==> config.mk <==
export PLATFORM = sky130hd
export DESIGN_NAME = udp_receive_checksum_port_demux
export DESIGN_NICKNAME = d
export VERILOG_FILES = /design/src/udprx_pkg.sv /design/src/udprx_in_stage.sv /design/src/udprx_core.sv /design/src/udp_receive_checksum_port_demux.sv
export SDC_FILE = /design/constraint.sdc
export NUM_CORES = 1
export LEC_CHECK = 0
export ABC_AREA = 1
export BUFFER_PORTS_ARGS = -buffer_cell sky130_fd_sc_hd__buf_2
export CAP_MARGIN = 10
export CORE_AREA = 4 4 167 169
export DETAILED_ROUTE_END_ITERATION = 6
export DIE_AREA = 0 0 171 173
export GPL_ROUTABILITY_DRIVEN = 0
export HOLD_SLACK_MARGIN = 0.15
export PLACE_DENSITY_LB_ADDON = 0.1
export SYNTH_ARGS = -nofsm -noshare
export SYNTH_HDL_FRONTEND = slang
export SYNTH_SLANG_ARGS = --single-unit
==> constraint.sdc <==
create_clock -name clock -period 10.8 [get_ports clock]
set_clock_uncertainty 0.1 [all_clocks]
set_input_delay 1.62 -clock clock [delete_from_list [all_inputs] [get_ports clock]]
set_output_delay 1.62 -clock clock [all_outputs]
set_load 0.005 [all_outputs]
==> src/udprx_pkg.sv <==
// ----------------------------------------------------------------------------
// udprx_pkg: shared types and helpers for the UDP receive checker
// Verdict codes, socket slot table type and one's complement fold helpers.
// ----------------------------------------------------------------------------
package udprx_pkg;

   localparam int unsigned NUM_SLOTS  = 4;
   localparam int unsigned SLOT_W     = 2;
   localparam int unsigned HEADER_LEN = 8;

   localparam logic [15:0] UDP_PROTOCOL = 16'd17;
   localparam logic [15:0] COUNT_MAX    = 16'hFFFF;

   localparam logic [1:0] VERDICT_ACCEPTED  = 2'd0;
   localparam logic [1:0] VERDICT_TOO_SHORT = 2'd1;
   localparam logic [1:0] VERDICT_BAD_CSUM  = 2'd2;
   localparam logic [1:0] VERDICT_NO_PORT   = 2'd3;

   // header byte positions
   localparam logic [15:0] IDX_SPORT_HI = 16'd0;
   localparam logic [15:0] IDX_SPORT_LO = 16'd1;
   localparam logic [15:0] IDX_DPORT_HI = 16'd2;
   localparam logic [15:0] IDX_DPORT_LO = 16'd3;
   localparam logic [15:0] IDX_LEN_HI   = 16'd4;
   localparam logic [15:0] IDX_LEN_LO   = 16'd5;

   typedef logic [NUM_SLOTS-1:0][15:0] port_table_type;

   typedef struct packed {
      logic [7:0]  data_byte;
      logic        last_byte;
      logic [15:0] pseudo_sum;
   } item_type;

   // end-around carry of a 17-bit sum
   function automatic logic [15:0] fold17(input logic [16:0] s);
      logic [16:0] t;
      t = {1'b0, s[15:0]} + {16'd0, s[16]};
      return t[15:0];
   endfunction

   // end-around carry of a sum of up to eight 16-bit terms
   function automatic logic [15:0] fold19(input logic [18:0] s);
      logic [16:0] t;
      t = {1'b0, s[15:0]} + {14'd0, s[18:16]};
      return fold17(t);
   endfunction

endpackage

==> src/udprx_in_stage.sv <==
// ----------------------------------------------------------------------------
// udprx_in_stage: input register of the UDP receive checker
// Captures each byte transaction and the folded IP pseudo-header sum.
// ----------------------------------------------------------------------------
module udprx_in_stage (
   input  logic               clock,
   input  logic               reset,
   input  logic               req_valid,
   output logic               req_ready,
   input  logic [7:0]         req_data_byte,
   input  logic               req_last_byte,
   input  logic [31:0]        req_source_ip,
   input  logic [31:0]        req_dest_ip,
   input  logic               advance,
   output logic               item_valid,
   output udprx_pkg::item_type item
);
   import udprx_pkg::*;

   logic       s1_valid_ff, s1_valid_in;
   item_type   s1_item_ff, s1_item_in;
   logic       take;
   logic [18:0] pseudo_raw;

   assign req_ready = !s1_valid_ff || advance;
   assign take      = req_valid && req_ready;

   // pseudo-header: both addresses and the protocol; length field is added later
   assign pseudo_raw = {3'd0, req_source_ip[31:16]} + {3'd0, req_source_ip[15:0]}
                     + {3'd0, req_dest_ip[31:16]}   + {3'd0, req_dest_ip[15:0]}
                     + {3'd0, UDP_PROTOCOL};

   always_comb begin
      s1_valid_in = s1_valid_ff;
      s1_item_in  = s1_item_ff;
      if (take) begin
         s1_valid_in           = 1'b1;
         s1_item_in.data_byte  = req_data_byte;
         s1_item_in.last_byte  = req_last_byte;
         s1_item_in.pseudo_sum = fold19(pseudo_raw);
      end else if (advance) begin
         s1_valid_in = 1'b0;
      end
   end

   always_ff @(posedge clock) begin
      if (reset) begin
         s1_valid_ff <= 1'b0;
      end else begin
         s1_valid_ff <= s1_valid_in;
      end
      s1_item_ff <= s1_item_in;
   end

   assign item_valid = s1_valid_ff;
   assign item       = s1_item_ff;

endmodule

==> src/udprx_core.sv <==
// ----------------------------------------------------------------------------
// udprx_core: datagram state, checksum, verdict and result register
// Updates the parse and checksum state per byte and registers the result.
// ----------------------------------------------------------------------------
module udprx_core (
   input  logic                      clock,
   input  logic                      reset,
   input  logic                      item_valid,
   input  udprx_pkg::item_type       item,
   output logic                      advance,
   input  udprx_pkg::port_table_type open_ports,
   output logic                      rsp_valid,
   input  logic                      rsp_ready,
   output logic [1:0]                rsp_verdict,
   output logic [1:0]                rsp_socket_slot,
   output logic [15:0]               rsp_source_port,
   output logic [15:0]               rsp_dst_port,
   output logic [15:0]               rsp_payload_length
);
   import udprx_pkg::*;

   logic [15:0] count_ff, count_in;
   logic [15:0] sum_ff, sum_in;
   logic [7:0]  pend_ff, pend_in;
   logic [15:0] sport_ff, sport_in;
   logic [15:0] dport_ff, dport_in;
   logic [15:0] lenf_ff, lenf_in;
   logic        phase_ff, phase_in;

   logic        out_valid_ff, out_valid_in;
   logic [1:0]  verdict_ff, verdict_in;
   logic [1:0]  slot_ff, slot_in;
   logic [15:0] out_sport_ff, out_sport_in;
   logic [15:0] out_dport_ff, out_dport_in;
   logic [15:0] payload_ff, payload_in;

   logic [15:0] base_sum;
   logic [15:0] word_add;
   logic [15:0] len_add;
   logic [17:0] sum_raw;
   logic [16:0] sum_mid;
   logic [15:0] sum_new;
   logic [15:0] count_new;
   logic        csum_good;
   logic [NUM_SLOTS-1:0] hit;
   logic        deliver;

   assign advance = item_valid && (!item.last_byte || !out_valid_ff || rsp_ready);
   assign deliver = advance && item.last_byte;

   always_comb begin
      sport_in = sport_ff;
      dport_in = dport_ff;
      lenf_in  = lenf_ff;
      len_add  = 16'd0;
      unique case (count_ff)
         IDX_SPORT_HI: sport_in = {item.data_byte, 8'd0};
         IDX_SPORT_LO: sport_in = {sport_ff[15:8], item.data_byte};
         IDX_DPORT_HI: dport_in = {item.data_byte, 8'd0};
         IDX_DPORT_LO: dport_in = {dport_ff[15:8], item.data_byte};
         IDX_LEN_HI:   lenf_in  = {item.data_byte, 8'd0};
         IDX_LEN_LO: begin
            lenf_in = {lenf_ff[15:8], item.data_byte};
            len_add = {lenf_ff[15:8], item.data_byte};
         end
         default: ;
      endcase
   end

   // first byte starts from the pseudo-header sum
   assign base_sum = (count_ff == 16'd0) ? item.pseudo_sum : sum_ff;

   // low byte closes a word; an odd final byte is padded with a zero low byte
   always_comb begin
      if (phase_ff) begin
         word_add = {pend_ff, item.data_byte};
      end else if (item.last_byte) begin
         word_add = {item.data_byte, 8'd0};
      end else begin
         word_add = 16'd0;
      end
   end

   assign sum_raw   = {2'd0, base_sum} + {2'd0, word_add} + {2'd0, len_add};
   assign sum_mid   = {1'b0, sum_raw[15:0]} + {15'd0, sum_raw[17:16]};
   assign sum_new   = fold17(sum_mid);
   assign count_new = (count_ff == COUNT_MAX) ? count_ff : count_ff + 16'd1;
   assign pend_in   = phase_ff ? pend_ff : item.data_byte;
   assign csum_good = (sum_new == 16'h0000) || (sum_new == 16'hFFFF);

   always_comb begin
      for (int i = 0; i < NUM_SLOTS; i++) begin
         hit[i] = (open_ports[i] != 16'd0) && (open_ports[i] == dport_in);
      end
   end

   always_comb begin
      verdict_in = VERDICT_NO_PORT;
      slot_in    = '0;
      payload_in = count_new - 16'(HEADER_LEN);
      if (count_new < 16'(HEADER_LEN)) begin
         verdict_in = VERDICT_TOO_SHORT;
         payload_in = 16'd0;
      end else if (!csum_good) begin
         verdict_in = VERDICT_BAD_CSUM;
      end else begin
         // lowest matching slot wins
         for (int i = NUM_SLOTS - 1; i >= 0; i--) begin
            if (hit[i]) begin
               verdict_in = VERDICT_ACCEPTED;
               slot_in    = SLOT_W'(i);
            end
         end
      end
   end

   always_comb begin
      count_in = count_ff;
      sum_in   = sum_ff;
      phase_in = phase_ff;
      if (deliver) begin
         // clear for the next datagram
         count_in = 16'd0;
         sum_in   = 16'd0;
         phase_in = 1'b0;
      end else if (advance) begin
         count_in = count_new;
         sum_in   = sum_new;
         phase_in = !phase_ff;
      end
   end

   always_comb begin
      out_valid_in = out_valid_ff;
      if (deliver) begin
         out_valid_in = 1'b1;
      end else if (rsp_ready) begin
         out_valid_in = 1'b0;
      end
   end

   assign out_sport_in = sport_in;
   assign out_dport_in = dport_in;

   always_ff @(posedge clock) begin
      if (reset) begin
         count_ff     <= 16'd0;
         sum_ff       <= 16'd0;
         phase_ff     <= 1'b0;
         pend_ff      <= 8'd0;
         sport_ff     <= 16'd0;
         dport_ff     <= 16'd0;
         lenf_ff      <= 16'd0;
         out_valid_ff <= 1'b0;
      end else begin
         count_ff     <= count_in;
         sum_ff       <= sum_in;
         phase_ff     <= phase_in;
         out_valid_ff <= out_valid_in;
         if (deliver) begin
            pend_ff  <= 8'd0;
            sport_ff <= 16'd0;
            dport_ff <= 16'd0;
            lenf_ff  <= 16'd0;
         end else if (advance) begin
            pend_ff  <= pend_in;
            sport_ff <= sport_in;
            dport_ff <= dport_in;
            lenf_ff  <= lenf_in;
         end
      end
      if (deliver) begin
         verdict_ff   <= verdict_in;
         slot_ff      <= slot_in;
         out_sport_ff <= out_sport_in;
         out_dport_ff <= out_dport_in;
         payload_ff   <= payload_in;
      end
   end

   assign rsp_valid          = out_valid_ff;
   assign rsp_verdict        = verdict_ff;
   assign rsp_socket_slot    = slot_ff;
   assign rsp_source_port    = out_sport_ff;
   assign rsp_dst_port       = out_dport_ff;
   assign rsp_payload_length = payload_ff;

`ifndef SYNTHESIS
   a_idle_phase: assert property (@(posedge clock) disable iff (reset)
      (count_ff == 16'd0) |-> !phase_ff)
      else $error("phase set with empty datagram");

   a_clear_after_last: assert property (@(posedge clock) disable iff (reset)
      deliver |=> (count_ff == 16'd0) && (sum_ff == 16'd0))
      else $error("datagram state not cleared after last byte");

   a_accept_port: assert property (@(posedge clock) disable iff (reset)
      (out_valid_ff && (verdict_ff == VERDICT_ACCEPTED)) |-> (out_dport_ff != 16'd0))
      else $error("accepted datagram on port zero");

   a_short_payload: assert property (@(posedge clock) disable iff (reset)
      (out_valid_ff && (verdict_ff == VERDICT_TOO_SHORT)) |-> (payload_ff == 16'd0))
      else $error("short datagram with nonzero payload length");

   a_no_overwrite: assert property (@(posedge clock) disable iff (reset)
      (out_valid_ff && !rsp_ready) |-> !deliver)
      else $error("result overwritten while stalled");
`endif

endmodule

==> src/udp_receive_checksum_port_demux.sv <==
// ----------------------------------------------------------------------------
// udp_receive_checksum_port_demux: UDP checksum verify and port demultiplexer
// Throughput: one byte transaction per cycle, sustained; a last byte waits only
// while the previous result is still held by a stalled receiver.
// Result path: the accepted last byte is held in the input register, then the
// checksum/verdict logic writes the result register that drives the result outputs.
// Reset: synchronous; clears datagram state, result valid and all socket ports.
// ----------------------------------------------------------------------------
module udp_receive_checksum_port_demux (
   input  logic        clock,
   input  logic        reset,
   input  logic        req_valid,
   output logic        req_ready,
   input  logic [7:0]  req_data_byte,
   input  logic        req_last_byte,
   input  logic [31:0] req_source_ip,
   input  logic [31:0] req_dest_ip,
   output logic        rsp_valid,
   input  logic        rsp_ready,
   output logic [1:0]  rsp_verdict,
   output logic [1:0]  rsp_socket_slot,
   output logic [15:0] rsp_source_port,
   output logic [15:0] rsp_dst_port,
   output logic [15:0] rsp_payload_length,
   input  logic        csr_wr_en,
   input  logic [1:0]  csr_index,
   input  logic [15:0] csr_wdata
);
   import udprx_pkg::*;

   port_table_type ports_ff, ports_in;
   logic           item_valid;
   item_type       item;
   logic           advance;

   always_comb begin
      ports_in = ports_ff;
      if (csr_wr_en) begin
         ports_in[csr_index] = csr_wdata;
      end
   end

   always_ff @(posedge clock) begin
      if (reset) begin
         ports_ff <= '0;
      end else begin
         ports_ff <= ports_in;
      end
   end

   udprx_in_stage u_in_stage (
      .clock         (clock),
      .reset         (reset),
      .req_valid     (req_valid),
      .req_ready     (req_ready),
      .req_data_byte (req_data_byte),
      .req_last_byte (req_last_byte),
      .req_source_ip (req_source_ip),
      .req_dest_ip   (req_dest_ip),
      .advance       (advance),
      .item_valid    (item_valid),
      .item          (item)
   );

   udprx_core u_core (
      .clock              (clock),
      .reset              (reset),
      .item_valid         (item_valid),
      .item               (item),
      .advance            (advance),
      .open_ports         (ports_ff),
      .rsp_valid          (rsp_valid),
      .rsp_ready          (rsp_ready),
      .rsp_verdict        (rsp_verdict),
      .rsp_socket_slot    (rsp_socket_slot),
      .rsp_source_port    (rsp_source_port),
      .rsp_dst_port       (rsp_dst_port),
      .rsp_payload_length (rsp_payload_length)
   );

endmodule

Word level (Yosys, flattened, before mapping)
Index checks and enable logic that the tools add are counted.
- flip-flop bits (word level): 224
- output and inout port bits: 54
- input bits: 96
- word-level logic and storage cells: 103
- equal/unequal tests: 11
- $lt $le $gt $ge: 3
- reduce and logical (&&, ||, !) cells: 29
- mux-type cells: 23
- add/subtract/negate cells: 12
- bitwise gates (word level): 3
- operators by type and width (cell ; number):
    two-way mux 16 bit ; 6
    one-hot mux 16 bit (2 select lines) ; 3
    bitwise mux 64 bit ; 1
    equality test 16 bit ; 4
    nonzero test 16 bit ; 4
    adder 19 x 16 -> 19 bit ; 2
    adder 16 x 16 -> 17 bit ; 2
    adder 16 x 1 -> 16 bit ; 2
    demux 16 bit (select 2 bit) ; 1
    equality test 16 bit, second input constant ; 2
    equality test 16 x 2 -> 1 bit, second input constant ; 2
    equality test 16 x 3 -> 1 bit, second input constant ; 2
    zero test 16 bit ; 2
    adder 19 x 5 -> 19 bit, second input constant ; 1
    adder 18 x 16 -> 18 bit ; 1
    adder 16 x 2 -> 17 bit ; 1
    adder 16 x 3 -> 17 bit ; 1
    adder 16 x 1 -> 16 bit, second input constant ; 1
    equality test 16 x 1 -> 1 bit, second input constant ; 1
    less-than comparator 16 x 4 -> 1 bit, second input constant ; 1
    subtractor 16 x 4 -> 16 bit, second input constant ; 1
    two-way mux 2 bit ; 7
    logical AND 1 bit ; 8
    two-way mux 1 bit ; 5
    11 further kinds ; 20

Logic depth before layout (Yosys ltp)
- depth after elaboration: 10
- depth in mapped cells: 63
- gate-level depth less buffers: 62

Cells and area by module
A second synthesis with hierarchy kept.
- cell total of the unflattened synthesis: 2670
- area total of the unflattened synthesis: 17509.3 sq um
- by module, submodules not included (module ; area an instance (sq um) ; times used ; sequential area each (sq um) ; cells an instance):
    udprx_core ; 10841.6 ; 1 ; 3203.1 ; 1727
    udprx_in_stage ; 4016.4 ; 1 ; 770.7 ; 530
    udp_receive_checksum_port_demux ; 2651.3 ; 1 ; 1281.2 ; 413

Worst setup path before layout
Ideal clock, no wire load.
- path type: input port to flip-flop
- start: input port req_source_ip[0]
- end: register u_in_stage.s1_item_ff, in the netlist u_in_stage.item[12] (data pin)
- stages: 48
- required time: 10.446 ns
- arrival time: 8.153 ns
- path slack: 2.293 ns
- cells stage by stage: ha_1 -> fa_1 -> a21oi_1 -> o21ai_0 -> nand2_1 -> nand3_1 -> a21oi_1 -> o21ai_0 -> nand2_1 -> a21oi_1 -> xnor2_1 -> fa_1 -> inv_1 -> ha_1 -> ha_1 -> nand2_1 -> nor2_1 -> inv_1 -> (+12 left out) -> nand2_1 -> nor2_1 -> nand3_1 -> nor3_1 -> nand3_1 -> nor3_1 -> ha_1 -> ha_1 -> nand2_1 -> nor2_1 -> nand3_1 -> or2_1 -> nor2_2 -> inv_1 -> nor2_1 -> nand3b_1 -> xor2_1 -> inv_1
- word-level cells in the longest chain between the ends: 6
- ends and longest elaborated chain (item ; RTL line ; source):
    start: declaration ; udp_receive_checksum_port_demux.sv:16 ; input logic [31:0] req_source_ip,
    adder 16 x 16 -> 17 bit ; udprx_in_stage.sv:29 ; assign pseudo_raw = {3'd0, req_source_ip[31:16]} + {3'd0, req_source_ip[15:0]}
    adder 19 x 16 -> 19 bit (2 in series) ; udprx_in_stage.sv:30 ; + {3'd0, req_dest_ip[31:16]} + {3'd0, req_dest_ip[15:0]}
    adder 19 x 5 -> 19 bit ; udprx_in_stage.sv:31 ; + {3'd0, UDP_PROTOCOL};
    adder 16 x 3 -> 17 bit ; udprx_pkg.sv:45 ; t = {1'b0, s[15:0]} + {14'd0, s[18:16]};
    adder 16 x 1 -> 16 bit ; udprx_pkg.sv:38 ; t = {1'b0, s[15:0]} + {16'd0, s[16]};
    end signal: assignment ; udprx_in_stage.sv:52 ; s1_item_ff <= s1_item_in;
    end: declaration ; udprx_in_stage.sv:21 ; item_type s1_item_ff, s1_item_in;
Every way passes these cells.
A chain may end at the register's enable or synchronous reset.

Worst setup path in the final report
- start: register u_core.count_ff[13]
- end: register u_core.verdict_ff[1] (netlist: u_core.rsp_verdict[1]) (data pin)
- word-level cells in the longest chain between the ends: 9
- ends and longest elaborated chain (item ; RTL line ; source):
    start: declaration ; udprx_core.sv:22 ; logic [15:0] count_ff, count_in;
    start signal: assignment ; udprx_core.sv:156 ; count_ff <= count_in;
    zero test 16 bit or equality test 16 x 2 -> 1 bit (tied branches) ; udprx_core.sv:71, udprx_core.sv:56 ;
    two-way mux 16 bit or one-hot mux 16 bit (2 select lines) (tied branches) ; udprx_core.sv:71, udprx_core.sv:56 ;
    adder 16 x 16 -> 17 bit or equality test 16 bit (tied branches) ; udprx_core.sv:84, udprx_core.sv:93 ;
    adder 18 x 16 -> 18 bit or logical AND 1 bit (tied branches) ; udprx_core.sv:84, udprx_core.sv:93 ;
    adder 16 x 2 -> 17 bit or two-way mux 2 bit (tied branches) ; udprx_core.sv:85, udprx_core.sv:109 ;
    adder 16 x 1 -> 16 bit or two-way mux 2 bit (tied branches) ; udprx_pkg.sv:38, udprx_core.sv:109 ;
    equality test 16 bit, or another cell as far along ; udprx_core.sv:89 ; assign csum_good = (sum_new == 16'h0000) || (sum_new == 16'hFFFF);
    logical OR 1 bit or two-way mux 2 bit (tied branches) ; udprx_core.sv:89, udprx_core.sv:109 ;
    two-way mux 2 bit ; udprx_core.sv:104 ; end else if (!csum_good) begin
    end signal: assignment ; udprx_core.sv:173 ; verdict_ff <= verdict_in;
    end: declaration ; udprx_core.sv:31 ; logic [1:0] verdict_ff, verdict_in;
Several ways; a longest one is shown, not always the timed one.

==> impl_metrics.prom <==
# TYPE chip_impl_metric gauge
chip_impl_metric{name="fin_worst_hold_slack",unit="ns"} 0.356
chip_impl_metric{name="n_fill_cell",unit=""} 2358
chip_impl_info{name="grt_setup_unrepaired",value="false"} 1
chip_impl_metric{name="routed_wire_length_per_instance",unit="um"} 14.7
chip_impl_metric{name="grt_antenna_before_repair",unit=""} 3
chip_impl_metric{name="crit_path_max_fanout",unit=""} 25
chip_impl_metric{name="drc",unit=""} 0
chip_impl_info{name="root_buf_cell",value="clkbuf_16"} 1
chip_impl_info{name="dominant_cell_by_count_in_the_synthesized_netlist",value="inv_1"} 1
chip_impl_metric{name="maximum_number_of_pins_on_one_net_before_global_route_repair",unit=""} 90
chip_impl_metric{name="final-seq-area",unit="mm2"} 0.00526
chip_impl_metric{name="fin_util",unit="%"} 67.2
chip_impl_metric{name="relative_slew_slack",unit="%"} 24.5
chip_impl_metric{name="postCtsSetupRepairBufs",unit=""} 0
chip_impl_metric{name="net_switching",unit="mW"} 1.26
chip_impl_metric{name="numPortBuffers",unit=""} 149
chip_impl_metric{name="total_via_count_after_detailed_routing",unit=""} 14900
chip_impl_metric{name="std_cell_rows",unit=""} 60
chip_impl_metric{name="core_region_area",unit="mm2"} 0.0266
chip_impl_metric{name="grt_pass1_wl",unit="um"} 67300
chip_impl_metric{name="power.share.sequential",unit="%"} 31.6
chip_impl_metric{name="postSynthCellCount",unit=""} 2255
chip_impl_metric{name="cap_viol_max_count",unit=""} 0
chip_impl_metric{name="ys.warnings.count",unit=""} 0
chip_impl_metric{name="syn_nets",unit=""} 2470
chip_impl_metric{name="die_width",unit="um"} 171
chip_impl_metric{name="antennaDiodeCount",unit=""} 0
chip_impl_metric{name="power.switching_fraction",unit="%"} 39.0
chip_impl_info{name="synthFlopType",value="dfxtp_1"} 1
chip_impl_metric{name="p_leak",unit="nW"} 8.82
chip_impl_metric{name="drt-pass1-iter-count",unit=""} 5
chip_impl_metric{name="syn-mean-instance-area",unit="um2"} 7.09
chip_impl_metric{name="final_cell_area",unit="mm2"} 0.0179
chip_impl_metric{name="clk-insertion-delay-late",unit="ns"} 0.54
chip_impl_metric{name="synth_cell_type_count",unit=""} 54
chip_impl_info{name="netlist_top_cells_count",value="inv_1, nand2_1, nor2_1, o21ai_0, a21oi_1"} 1
chip_impl_metric{name="fmax",unit="MHz"} 105
chip_impl_info{name="yosys.area.top_type",value="dfxtp_1"} 1
chip_impl_metric{name="vdd_ir_drop_max",unit="mV"} 0.120
chip_impl_metric{name="final_net_count",unit=""} 2604
chip_impl_metric{name="worstPathRequired",unit="ns"} 10.98
chip_impl_info{name="worstSetupStartpointType",value="flop"} 1
chip_impl_metric{name="tightest_slew",unit="ns"} 1.13
chip_impl_metric{name="globalRouteOverflowTotal",unit=""} 0
chip_impl_metric{name="total_negative_slack",unit="ns"} 0
chip_impl_metric{name="floorplan.die.height",unit="um"} 173
chip_impl_metric{name="p_per_area",unit="mW/mm2"} 180
chip_impl_info{name="hold_class",value="reg2reg"} 1
chip_impl_metric{name="pwr-share-clk",unit="%"} 26.8
chip_impl_metric{name="place.detailed.instances",unit=""} 2702
chip_impl_metric{name="clock-sinks",unit=""} 224
chip_impl_metric{name="clk_pin_slew_worst_paths",unit="ns"} 0.06
chip_impl_metric{name="vias_in_the_first_global_route",unit=""} 14300
chip_impl_info{name="synth.area.top_cells",value="dfxtp_1, edfxtp_1, inv_1"} 1
chip_impl_metric{name="cts_inserted_buffers",unit=""} 26
chip_impl_metric{name="crit_path_dat",unit="ns"} 9.69
chip_impl_metric{name="synth-async-reset-ratio",unit="%"} 0
chip_impl_metric{name="dp_hpwl",unit="um"} 30400
chip_impl_metric{name="floorplan.die_area",unit="mm2"} 0.0296
chip_impl_metric{name="slowest_stage_delay_cp",unit="ns"} 0.48
chip_impl_metric{name="internal_power",unit="mW"} 1.96
chip_impl_metric{name="power.share.combinational",unit="%"} 41.6
chip_impl_info{name="timing_worst_setup_path_type",value="reg2reg"} 1
chip_impl_metric{name="postSynthRegisterBits",unit=""} 224
chip_impl_metric{name="netlist.area_leader.share",unit="%"} 18.4
chip_impl_metric{name="io_pins",unit=""} 150
chip_impl_metric{name="finalWirelength",unit="um"} 40500
chip_impl_metric{name="post-route-period-util",unit="%"} 88.1
chip_impl_metric{name="synth-edff-count",unit=""} 77
chip_impl_metric{name="instances_no_fill",unit=""} 2750
chip_impl_info{name="worst_path_most_repeated_cell",value="nand2_1"} 1
chip_impl_metric{name="drt-vias-per-instance",unit=""} 5.43
chip_impl_metric{name="syn2layout_area_growth",unit="%"} 11.8
chip_impl_metric{name="preCtsSetupSlack",unit="ns"} 0.836
chip_impl_metric{name="globalRouteTotalUtil",unit="%"} 27.0
chip_impl_metric{name="clock_path_buffers",unit=""} 3
chip_impl_info{name="status",value="finished, final reports clean"} 1
chip_impl_metric{name="netlist_area",unit="mm2"} 0.0160
chip_impl_metric{name="finalPower",unit="mW"} 3.22
chip_impl_metric{name="timing.final.crit_period",unit="ns"} 9.51
chip_impl_metric{name="final_layout_size_suffix_gt1_share",unit="%"} 12.9
chip_impl_metric{name="start_util",unit="%"} 60.1
chip_impl_metric{name="cts-htree-levels",unit=""} 1
chip_impl_metric{name="final-max-slew-violation-count",unit=""} 0
chip_impl_metric{name="multiInputGateArea",unit="mm2"} 0.00886
chip_impl_metric{name="post_cts.resized_instances",unit=""} 0
chip_impl_metric{name="layout_setup_ws",unit="ns"} 1.29
chip_impl_info{name="clock_tree_from_tritoncts",value="yes"} 1
chip_impl_metric{name="first_iter_violations",unit=""} 1144
chip_impl_metric{name="finalSetupViolCount",unit=""} 0
chip_impl_info{name="crit_slowest_cell",value="a2111oi_0"} 1
chip_impl_info{name="endpoint_kind",value="flop"} 1
chip_impl_metric{name="finalHoldViolations",unit=""} 0
chip_impl_metric{name="synth-seq-area-share",unit="%"} 32.9
chip_impl_metric{name="cts_hold_buffers",unit=""} 0
chip_impl_metric{name="placed_cell_area",unit="mm2"} 0.0170
chip_impl_metric{name="detail-route-antenna-nets",unit=""} 0
==> sequential cells by signal, summed over array words and instances (netlist names), 16 cells and up <==
signal	count
u_core.sport_ff	16
u_core.rsp_payload_length	16
u_core.sum_ff	16
u_core.count_ff	16
u_in_stage.item	25
u_core.rsp_dst_port	16
u_core.rsp_source_port	16
u_core.dport_ff	16
ports_ff	64
==> critical path: cells and delay by family (launching register included) <==
kind                       cells  cell delay, ns
and+or+nand+nor               32            3.64
AOI/OAI and AO/OA             11            2.08
xor gates and xnor gates       2            0.39
buffers and inverters         10            1.17
DFF                            1            0.33
adders and majority gates      6            1.51
==> layout by cell type (no fill, tap or decap), drive strengths merged, types with 23 or more instances in the layout <==
cell type	netlist	routed
nand2	435	435
inv	442	445
dfxtp	147	147
edfxtp	77	77
nand3	131	131
o22ai	42	42
xor2	70	70
nor3	23	23
buf	6	156
clkbuf	44	36
ha	98	98
nand4	26	26
a21oi	177	177
nor2	218	218
o21ai	201	201
==> cell type report <==
type                       instances  share of cell area (%)
tap                              341                    2.39
clock buffer                      36                    4.03
multi-input combinational       1533                    49.6
inverter                         448                    9.44
sequential                       224                    29.4
clock inverter                    12                   0.700
timing repair buffer             156                    4.47
==> kinds of logic after synthesis <==
group | after synthesis | synth area share (%)
fa+ha+maj | 119 | 10.3
flops | 224 | 32.9
xor+xnor | 91 | 5.04
compound gates | 460 | 15.8
buf+inv | 498 | 11.8
simple gates | 863 | 24.3
==> final timing paths <==
check	startpoint	endpoint	slack, ns	cells past startpoint
setup / recovery	u_core.count_ff[13]	u_core.rsp_verdict[1]	1.29	61
hold / removal	u_core.pend_ff[1]	u_core.pend_ff[1]	0.36	2
setup reg to reg	u_core.count_ff[13]	u_core.rsp_verdict[1]	1.29	61
hold reg to reg	u_core.pend_ff[1]	u_core.pend_ff[1]	0.36	2
==> routing by layer <==
layer | vias to the layer above | global-route usage [%] | wire [um]
li1 | 7572 | - | -
met5 | - | 0 | 34
met1 | 6737 | 37.2 | 17600
met3 | 105 | 3.25 | 3060
met2 | 525 | 44.6 | 18400
met4 | 6 | 8.35 | 1430
==> power groups by stage <==
stage	sequential, mW	combinational (mW)	clock, mW
finish	1.02	1.34	0.864
global route	1.02	1.54	0.913
CTS	1.02	1.33	0.876
detailed placement	1.03	1.32	0
global placement	1.03	1.28	0
floorplan	1.02	1.05	0
Note: power is estimated with default switching activity, not from simulation.
